===== config.mk =====
export PLATFORM = sky130hd
export DESIGN_NAME = rmsn_ctrl
export DESIGN_NICKNAME = d
export VERILOG_FILES = /design/src/hdl/rmsn_pkg.sv /design/src/hdl/rmsn_ctrl.sv
export SDC_FILE = /design/constraint.sdc
export NUM_CORES = 1
export LEC_CHECK = 0
export ABC_AREA = 1
export BUFFER_PORTS_ARGS = -buffer_cell sky130_fd_sc_hd__buf_2
export CAP_MARGIN = 15
export CORE_MARGIN = 5
export CORE_UTILIZATION = 45
export DETAILED_ROUTE_END_ITERATION = 10
export GPL_ROUTABILITY_DRIVEN = 0
export PLACE_DENSITY = 0.8
export REMOVE_ABC_BUFFERS = 1
export SLEW_MARGIN = 10
export SYNTH_ARGS = -nofsm -noshare
export SYNTH_HDL_FRONTEND = slang
export SYNTH_SLANG_ARGS = --single-unit

===== constraint.sdc =====
create_clock -name clk -period 2.1 [get_ports clk]
set_input_delay 0.21 -clock clk [delete_from_list [all_inputs] [get_ports clk]]
set_output_delay 0.21 -clock clk [all_outputs]
set_load 0.005 [all_outputs]

===== src/hdl/rmsn_pkg.sv =====
// Package for the RMS row normalizer: widths, constants and shared types.
// No dependencies; used by every module in hdl.
package rmsn_pkg;
	localparam int DATA_W   = 16;
	localparam int EPS_W    = 24;
	localparam int SUM_W    = 40;
	localparam int INV_W    = 31;
	localparam int ROW_MAX_DEFAULT = 64;
	localparam logic [EPS_W-1:0] EPS_RESET = 24'd168;

	// controller to datapath commands
	typedef struct packed {
		logic load;      // write element, accumulate square
		logic div_start; // start sum/count divide
		logic sqrt_start;// start 2^60/v divide then root (chained inside)
		logic rd_en;     // read buffer entry, product pipeline valid
	} rmsn_cmd_t;

	typedef struct packed {
		logic div_done;
		logic sqrt_done;
	} rmsn_sts_t;
endpackage


===== src/hdl/rmsn_ctrl.sv =====
// Controller of the RMS row normalizer: load, reduce, emit sequence and
// output register. Depends on rmsn_pkg.
module rmsn_ctrl #(
	parameter int ROW_MAX = rmsn_pkg::ROW_MAX_DEFAULT,
	parameter int IDX_W   = 6
) (
	input  logic                clk,
	input  logic                arst_n,
	input  logic                in_vld,
	input  logic                in_last,
	output logic                in_rdy,
	output rmsn_pkg::rmsn_cmd_t cmd,
	input  rmsn_pkg::rmsn_sts_t sts,
	output logic [IDX_W-1:0]    wr_idx,
	output logic [IDX_W-1:0]    rd_idx,
	output logic [IDX_W:0]      count,
	output logic                clear_sum,
	input  logic [15:0]         res_val,
	input  logic                res_clip,
	input  logic                res_vld,
	output logic [17:0]         out_data,
	output logic                out_vld,
	input  logic                out_rdy
);
	import rmsn_pkg::*;

	localparam logic [2:0] ST_LOAD = 3'd0;
	localparam logic [2:0] ST_MEAN = 3'd1;
	localparam logic [2:0] ST_ROOT = 3'd2;
	localparam logic [2:0] ST_RD   = 3'd3;
	localparam logic [2:0] ST_WAIT = 3'd4;

	logic [2:0] state_q;
	logic [IDX_W:0] cnt_q, ridx_q;
	logic out_vld_q;
	logic [17:0] out_q;
	logic acc;
	logic row_close;
	logic div_go_q;
	logic pend_q;
	assign acc = in_vld && in_rdy;
	assign in_rdy = (state_q == ST_LOAD);
	assign wr_idx = cnt_q[IDX_W-1:0];
	assign rd_idx = ridx_q[IDX_W-1:0];
	assign count  = cnt_q;
	assign row_close = in_last || (cnt_q + 1'b1 == (IDX_W+1)'(ROW_MAX));

	always_comb begin
		cmd = '0;
		cmd.load = acc;
		cmd.div_start  = div_go_q;
		cmd.sqrt_start = (state_q == ST_MEAN) && sts.div_done;
		cmd.rd_en = (state_q == ST_RD);
	end
	// sum is no longer needed once the mean divide has taken it
	assign clear_sum = (state_q == ST_ROOT);

	// divide start pulse, first cycle of the mean phase
	always_ff @(posedge clk or negedge arst_n) begin
		if (!arst_n) div_go_q <= 1'b0;
		else div_go_q <= acc && row_close;
	end

	// read in the product pipeline
	always_ff @(posedge clk or negedge arst_n) begin
		if (!arst_n) pend_q <= 1'b0;
		else if (cmd.rd_en) pend_q <= 1'b1;
		else if (res_vld) pend_q <= 1'b0;
	end

	// sequencer
	always_ff @(posedge clk or negedge arst_n) begin
		if (!arst_n) begin
			state_q <= ST_LOAD; cnt_q <= '0; ridx_q <= '0;
		end else begin
			unique case (state_q)
				ST_LOAD: if (acc) begin
					cnt_q <= cnt_q + 1'b1;
					if (row_close)
						state_q <= ST_MEAN;
				end
				ST_MEAN: if (sts.div_done) state_q <= ST_ROOT;
				ST_ROOT: if (sts.sqrt_done) begin state_q <= ST_RD; ridx_q <= '0; end
				ST_RD: begin
					ridx_q <= ridx_q + 1'b1;
					state_q <= ST_WAIT;
				end
				// result out of the pipeline and output register free or freeing
				ST_WAIT: if (!pend_q && !res_vld && (!out_vld_q || out_rdy)) begin
					if (ridx_q == cnt_q) begin state_q <= ST_LOAD; cnt_q <= '0; end
					else state_q <= ST_RD;
				end
				default: state_q <= ST_LOAD;
			endcase
		end
	end

	// output register
	always_ff @(posedge clk or negedge arst_n) begin
		if (!arst_n) out_vld_q <= 1'b0;
		else if (res_vld) out_vld_q <= 1'b1;
		else if (out_rdy) out_vld_q <= 1'b0;
	end
	always_ff @(posedge clk) begin
		if (res_vld) out_q <= {ridx_q == cnt_q, res_clip, res_val};
	end
	assign out_data = out_q;
	assign out_vld  = out_vld_q;

`ifndef SYNTHESIS
	a_no_in: assert property (@(posedge clk) disable iff (!arst_n)
		(state_q != ST_LOAD) |-> !cmd.load) else $error("load outside load phase");
	a_no_over: assert property (@(posedge clk) disable iff (!arst_n)
		res_vld |-> !out_vld_q) else $error("output overwrite");
	a_cnt: assert property (@(posedge clk) disable iff (!arst_n)
		cnt_q <= (IDX_W+1)'(ROW_MAX)) else $error("count overflow");
`endif
endmodule

# After elaboration in Yosys (flattened, before gate mapping)
# Cells that the tools add are included.
totals:
  reg_bits: 38
  in_bits: 25
  out_inout_bits: 44
  elab_cells: 56
op_classes:
  n_addsub: 2
  eq_ne: 12
  muxes: 17
  n_reduce_logical: 18
op_table:
  columns: ["operator", "count"]
  rows:
  - ["$mux 7", 4]
  - ["$pmux 7 s2", 2]
  - ["$mux 3", 5]
  - ["$pmux 3 s5", 1]
  - ["$add 7x1->7 const B", 2]
  - ["$ne 2x2->1 const B", 4]
  - ["$reduce_bool 2->1", 4]
  - ["$eq 7x7->1", 1]
  - ["$eq 7x7->1 const B", 1]
  - ["$eq 3x2->1 const B", 2]
  - ["$logic_and 1x1->1", 5]
  - ["$reduce_and 5->1", 1]
  - ["$mux 1", 4]
  - ["$ne 2x1->1 const B", 2]
  - ["$reduce_and 4->1", 1]
  - ["$eq 3x1->1 const B", 1]
  - ["$eq 3x3->1 const B", 1]
  - ["$logic_not 1->1", 3]
  - ["$logic_not 3->1", 1]
  - ["$logic_or 1x1->1", 2]
  - ["$mux 2", 1]
  - ["$reduce_and 2->1", 1]

# Depth between registers and ports, before layout
# Gate-level depths: netlist (run 1).
logic_depth:
  depth_word: 6
  ltp_mapped: 11
  ltp_nobuf: 11

# Worst setup path before layout (run 1)
# No wires, ideal clock.
synth_timing:
  path_kind: "register to register"
  from: "register cnt_q[1], in the netlist count[1]"
  to: "register state_q[0]"
  setup_time_ps: 66
  arrival_time_ps: 1360
  required_ps: 2034
  setup_slack_ps: 675
  stages_incl_launch_ff: 10
  path_buffers: 0
  period_less_slack_ps: 1425
  path_cell_list: "dfrtp_1 -> ha_1 -> nand3_1 -> o21bai_1 -> nand2_1 -> nor2_1 -> nand2_1 -> nand3_1 -> nand3_1 -> nand2_1"
synth_via:
  elab_chain_cells: 5
  word_cells_on_any_way: 9
  classes_between: "add/sub (1); eq/ne (3); mux (3); reduce/logical (2)"
synth_rtl:
  columns: ["item", "line_no", "rtl"]
  rows:
  - ["start, declared", "rmsn_ctrl.sv:34", "logic [IDX_W:0] cnt_q, ridx_q;"]
  - ["start signal, assigned", "rmsn_ctrl.sv:78", "cnt_q <= cnt_q + 1'b1;"]
  - ["$add 7x1->7", "rmsn_ctrl.sv:46", "assign row_close = in_last || (cnt_q + 1'b1 == (IDX_W+1)'(ROW_MAX));"]
  - ["$eq 7x7->1", "rmsn_ctrl.sv:46", null]
  - ["$logic_or 1x1->1", "rmsn_ctrl.sv:46", null]
  - ["$ne 2x1->1 (no line)", null, null]
  - ["$reduce_and 5->1 (no line)", null, null]
  - ["end signal, assigned", "rmsn_ctrl.sv:74", "state_q <= ST_LOAD; cnt_q <= '0; ridx_q <= '0;"]
  - ["end signal, assigned", "rmsn_ctrl.sv:80", "state_q <= ST_MEAN;"]
  - ["end signal, assigned", "rmsn_ctrl.sv:82", "ST_MEAN: if (sts.div_done) state_q <= ST_ROOT;"]
  - ["end, declared", "rmsn_ctrl.sv:33", "logic [2:0] state_q;"]
# Several ways; a longest one is shown, not always the timed one. The select of a mux whose other input is x is not followed.
# A chain may end at the register's enable or synchronous reset.

# Worst setup path after layout (run 1)
layout_timing:
  from: "register cnt_q[1], in the netlist count[1]"
  to: "register state_q[1]"
# The elaborated chain is that of the path after synthesis.

==> impl_metrics.yaml, run 1 <==
floorplan:
  start_util_pct: 47.2
  die_w_um: 75.5
  dieArea_um2: 5690
  chipHeight_um: 75.5
  num_rows: 23
  coreArea_um2: 4090
  ios: 69
routing:
  drcViolationCount: 0
  wl_per_cell_um: 13.8
  drtPass1Iterations: 4
  drt_iter0_drc: 123
  ant_nets: 0
  routed_wl_um: 4430
  via_per_inst: 4.81
  num_vias: 1544
layout:
  final_common_cell: "buf_2"
  finalNonFillerCells: 321
  nFillCells: 373
  ff_latch_area_um2: 1040
  area_growth_syn_to_layout_pct: 23.2
  fin_nets: 297
  multi_input_area_um2: 654
  layout_common_cells: "buf_2 (68), nand2_1 (48), inv_1 (26)"
  diodes: 0
  drive_above_1_share_pct: 37.3
clock_tree:
  cts_setup_buffers: 0
  cts.sinks: 38
  cts_tree: "done"
  clk_latency_ns: 0.29
  root_buffer: "clkbuf_8"
  cts_made_buffers: 5
  clkSlewWorstSetupHoldPaths_ns: 0.07
  cts.path.max_buffers: 2
  h-tree-depth: 2
  ctsResizeCount: 0
placement:
  dp_hpwl_um: 3430
  dp.cells: 312
  port_buffers: 68
synthesis:
  syn_area_per_cell_um2: 9.27
  synth-seq-cells: 38
  ys_seq_area_share_pct: 54.0
  yosysWarnings: 0
  synth_mux_area_share_pct: 0
  synth_compound_area_share_pct: 8.44
  yosysUniqueCellTypes: 25
  synthSimpleGateAreaFrac_pct: 21.5
  synth_adder_area_share_pct: 1.30
  synth_xor_area_share_pct: 2.73
  synth_top_family_by_area: "simple AND/OR/NAND/NOR gates"
  syn_inst: 208
  syn_area_um2: 1930
setup_path:
  cp_cell_sequence: "ha_1 > nand3_1 > o21bai_1 > nand2_1 > nor2_1 > nand2_1 > nand3_1 > nand3_1 > nand2_1"
  worstRegToRegCells: 9
  startpoint_type: "register"
  crit_family: "simple AND/OR/NAND/NOR gates"
  cpMaxStageDelayCell: "dfrtp_1"
  arrival_ns: 1.94
  cp.required_ns: 2.34
  critical_path_class: "register to register"
  r2r_start: "count[1]$_DFFE_PN0P_"
  r2r_setup_slack_ns: 0.39
  cp-end-kind: "register"
  crit_cells: 9
  reg2reg_to: "state_q[1]$_DFFE_PN0P_"
  slowest_delay_ns: 0.52
  crit_buf_inv: 0
  critPathMaxFanout: 9
job:
  drv_cap: 0
timing:
  tightest_slew_ns: 0.461
  period_share_pct: 81.3
  min_period_ns: 1.71
  hold_viol: 0
  fmax_mhz: 585
  holdWs_ns: 0.0890
  tns_ns: 0
  slew_headroom_pct: 69.3
  rsz0062_at_grt: "false"
  finalMaxSlewViolations: 0
  finalSetupViolCount: 0
  fin_worst_skew_ns: 0.00289
power:
  peakVddDrop_mv: 0.654
  leakagePower_nw: 1.22
  power.density_nw_per_um2: 1320
global_routing:
  grt_pass1_vias: 1547
  antenna_found_initial: 0
  grt_overflow: 0
  grt_pass1_wl_um: 6890
  grt_max_degree: 21
  track_usage_pct: 16.4
min_path:
  hp-class: "input port to register"
  hold_path_startpoint: "res_val[4]"
  min_to: "out_data[4]$_DFFE_PP_"
  min_delay_path_depth: 1
status:
  status: "completed"
-- cell usage after synthesis, drive strengths merged --
master | number | share of area, %
nand2 | 54 | 11
inv | 29 | 5.6
dfrtp | 20 | 26
nor2 | 20 | 4.9
edfxtp | 18 | 28
buf | 16 | 6.4
nand3 | 16 | 4.4
o21ai | 16 | 5.5
o21bai | 4 | 1.6
xnor2 | 3 | 1.4
xor2 | 3 | 1.4
ha | 2 | 1.3
nor3 | 2 | 0.52
a21boi | 1 | 0.39
a21oi | 1 | 0.26
nand4 | 1 | 0.32
o22ai | 1 | 0.32
o31ai | 1 | 0.39
-- layout make-up --
class	count	area share [%]
sequential	38	43.8
inverter	29	4.58
tap	50	2.63
clock inverter	2	2.53
timing repair buffer	71	15.4
multi-input combinational	125	27.6
clock buffer	6	3.48
-- sequential cells by signal, indices dropped and copies added (netlist names) --
signal	cells
div_go_q	1
count	7
out_vld	1
state_q	3
out_data	18
ridx_q	7
pend_q	1
-- stage by stage --
stage	worst slack, ns	utilization, %	instance area, µm²	power (W)
floorplan	0.571	-	1800	0.00192
global placement	0.553	54.4	2220	0.00233
detailed placement	0.428	54.4	2220	0.00238
CTS	0.391	58.1	2370	0.00316
global route	0.245	58.1	2370	0.00337
finish	0.392	58.1	2370	0.00313
-- worst max path at each step --
| stage | startpoint | endpoint |
|---|---|---|
| 6_report | count[1]$_DFFE_PN0P_ | state_q[1]$_DFFE_PN0P_ |
| 4_1_cts | count[1]$_DFFE_PN0P_ | state_q[1]$_DFFE_PN0P_ |
| 3_3_place_gp | count[1]$_DFFE_PN0P_ | state_q[0]$_DFFE_PN0P_ |
| 2_1_floorplan | count[0]$_DFFE_PN0P_ | count[2]$_DFFE_PN0P_ |
| 3_5_place_dp | count[1]$_DFFE_PN0P_ | state_q[1]$_DFFE_PN0P_ |
| 5_1_grt | count[1]$_DFFE_PN0P_ | state_q[1]$_DFFE_PN0P_ |
-- cells by family (layout without fill, tap and decap cells) --
group | count (synthesis) | count (layout)
and+or+nand+nor | 93 | 93
buffers and inverters | 45 | 108
DFF | 38 | 38
AOI/OAI and AO/OA | 24 | 24
xor gates and xnor gates | 6 | 6
adders and majority gates | 2 | 2
-- power breakdown --
part / internal, W / leakage, nW / switching, W
logic: 0.000477 / 0.707 / 0.000708
clock network: 0.000507 / 0.0714 / 0.000260
registers: 0.000958 / 0.440 / 0.000221
total: 0.00194 / 1.22 / 0.00119
-- worst reg2reg max path, stage by stage, from the launching register on --
cell      delay [ns]
dfrtp_1         0.52
ha_1            0.28
nand3_1         0.14
o21bai_1        0.20
nand2_1         0.08
nor2_1          0.08
nand2_1         0.07
nand3_1         0.12
nand3_1         0.10
nand2_1         0.07
-- repair_timing --
| item | in CTS | in global routing |
|---|---|---|
| hold buffers | 1 | 0 |
| hold endpoints to repair | 20 | 0 |
| endpoints found under the setup margin | 0 | 0 |
-- metal layers --
layer  track usage [%]  share of wire (%)  routed length (µm)  vias to the layer above
met5                 0                  0                   0                        -
met4              8.16                2.3                 101                        0
met3              4.75                5.8                 255                       10
met2              26.7                 52                2300                       49
met1              19.8                 40                1780                      713
li1                  -                  -                   -                      772
Power figures use the tool's default switching activity.
==> run 2, diff against run 1 <==
==> constraint.sdc (replaced) <==
create_clock -name clk -period 1.6 [get_ports clk]
set_input_delay 0.16 -clock clk [delete_from_list [all_inputs] [get_ports clk]]
set_output_delay 0.16 -clock clk [all_outputs]
set_load 0.005 [all_outputs]
==> impl_metrics.yaml, run 2 (synthesis gave the netlist of run 1 again) <==
layout:
  final_common_cell: "buf_2"
  drive_above_1_share_pct: 41.7
  layout_common_cells: "buf_2 (68), nand2_1 (47), inv_1 (26)"
  largest_reg_flops: 18
  utilization_pct: 60.0
  stdcell_area_um2: 2450
  diodes: 0
  fin_nets: 309
  area_growth_syn_to_layout_pct: 27.1
setup_path:
  r2r_setup_slack_ns: 0.09
  arrival_ns: 1.36
  critPathMaxFanout: 5
  cp-startpoint: "state_q[0]$_DFFE_PN0P_"
  critical_path_class: "register to output port"
  worstRegToRegCells: 7
  startpoint_type: "register"
  r2r_start: "count[1]$_DFFE_PN0P_"
  cp-end-kind: "output port"
  cp.required_ns: 1.44
  reg2reg_to: "div_go_q$_DFF_PN0_"
routing:
  drtPass1Iterations: 5
  ant_nets: 0
  wl_per_cell_um: 13.5
  drcViolationCount: 0
  drt_iter0_drc: 130
  routed_wl_um: 4490
  num_vias: 1626
  via_per_inst: 4.88
placement:
  place_area_um2: 2290
  port_buffers: 68
  dp_hpwl_um: 3380
timing:
  tns_ns: 0
  slew_headroom_pct: 68.3
  min_period_ns: 1.52
  fin_worst_skew_ns: 0.00944
  hold_viol: 0
  tightest_slew_ns: 0.475
  fmax_mhz: 659
  period_share_pct: 94.9
  finalSetupViolCount: 0
  finalMaxSlewViolations: 0
min_path:
  min_delay_path_depth: 1
  min_to: "out_data[5]$_DFFE_PP_"
  hold_path_startpoint: "res_val[5]"
  hp-class: "input port to register"
clock_tree:
  clk_latency_ns: 0.29
  cts_made_buffers: 5
  clkSlewWorstSetupHoldPaths_ns: 0.07
  cts.path.max_buffers: 2
  root_buffer: "clkbuf_8"
  cts_tree: "done"
  cts.sinks: 38
  h-tree-depth: 2
power:
  peakVddDrop_mv: 0.666
  power_w: 0.00399
  power.density_nw_per_um2: 1630
  leakagePower_nw: 1.26
floorplan:
  start_util_pct: 47.2
  chipHeight_um: 75.5
  ios: 69
  num_rows: 23
  die_w_um: 75.5
  dieArea_um2: 5690
  coreArea_um2: 4090
global_routing:
  antenna_found_initial: 0
  grt_pass1_vias: 1449
  track_usage_pct: 15.9
  grt_max_degree: 21
  grt_pass1_wl_um: 6660
  grt_overflow: 0
status:
  status: "completed"
job:
  drv_cap: 0
==> run 2: stage by stage <==
stage / worst slack, ns / instances / hold slack (ns)
2_1_floorplan: 0.0711 / 192 / -0.136
3_3_place_gp: 0.150 / 320 / 0.134
3_5_place_dp: 0.119 / 320 / 0.150
4_1_cts: 0.0484 / 329 / 0.0368
5_1_grt: -0.0178 / 333 / 0.0274
6_report: 0.0824 / 333 / 0.0429
==> run 2: layer usage <==
| metal | share of wire [%] | global-route usage, % | up-vias |
|---|---|---|---|
| li1 | - | - | 801 |
| met4 | 2.2 | 8.74 | 0 |
| met2 | 51 | 25.0 | 63 |
| met1 | 41 | 21.0 | 753 |
| met3 | 6.3 | 2.77 | 9 |
| met5 | 0 | 0 | - |
==> run 2: worst max path at each step <==
stage,endpoint,slack (ns)
global placement,state_q[1]$_DFFE_PN0P_,0.15
detailed placement,state_q[0]$_DFFE_PN0P_,0.12
floorplan,count[2]$_DFFE_PN0P_,0.07
finish,cmd[3],0.08
global route,state_q[1]$_DFFE_PN0P_,-0.02
CTS,cmd[0],0.05
==> run 2: critical path: stages (launching register included) <==
cell,delay [ns]
dfrtp_1,0.45
nor2_2,0.12
inv_2,0.07
nor3_1,0.26
buf_2,0.18
==> run 2: final cells by class <==
| class | count | area (µm²) |
|---|---|---|
| Clock buffer | 6 | 72.6 |
| Clock inverter | 2 | 10.0 |
| Fill cell | 368 | 1640 |
| Inverter | 29 | 109 |
| Multi-Input combinational cell | 125 | 687 |
| Sequential cell | 38 | 1040 |
| Tap cell | 50 | 62.6 |
| Timing Repair Buffer | 83 | 468 |
==> run 2: power by group <==
part	leakage (nW)	internal (W)	total (W)	switching [W]
Sequential	0.440	0.00126	0.00146	0.000204
Combinational	0.779	0.000815	0.00190	0.00108
Clock	0.0450	0.000302	0.000631	0.000329
==> run 2: what timing repair did <==
item / CTS / global route
hold endpoints to repair: 20 / 0
pin swaps: 0 / 1
setup endpoints to repair: 1 / 5
cloned: 0 / 0
resized for setup: 1 / 6
hold buffers: 1 / 0
buffers inserted: 0 / 4
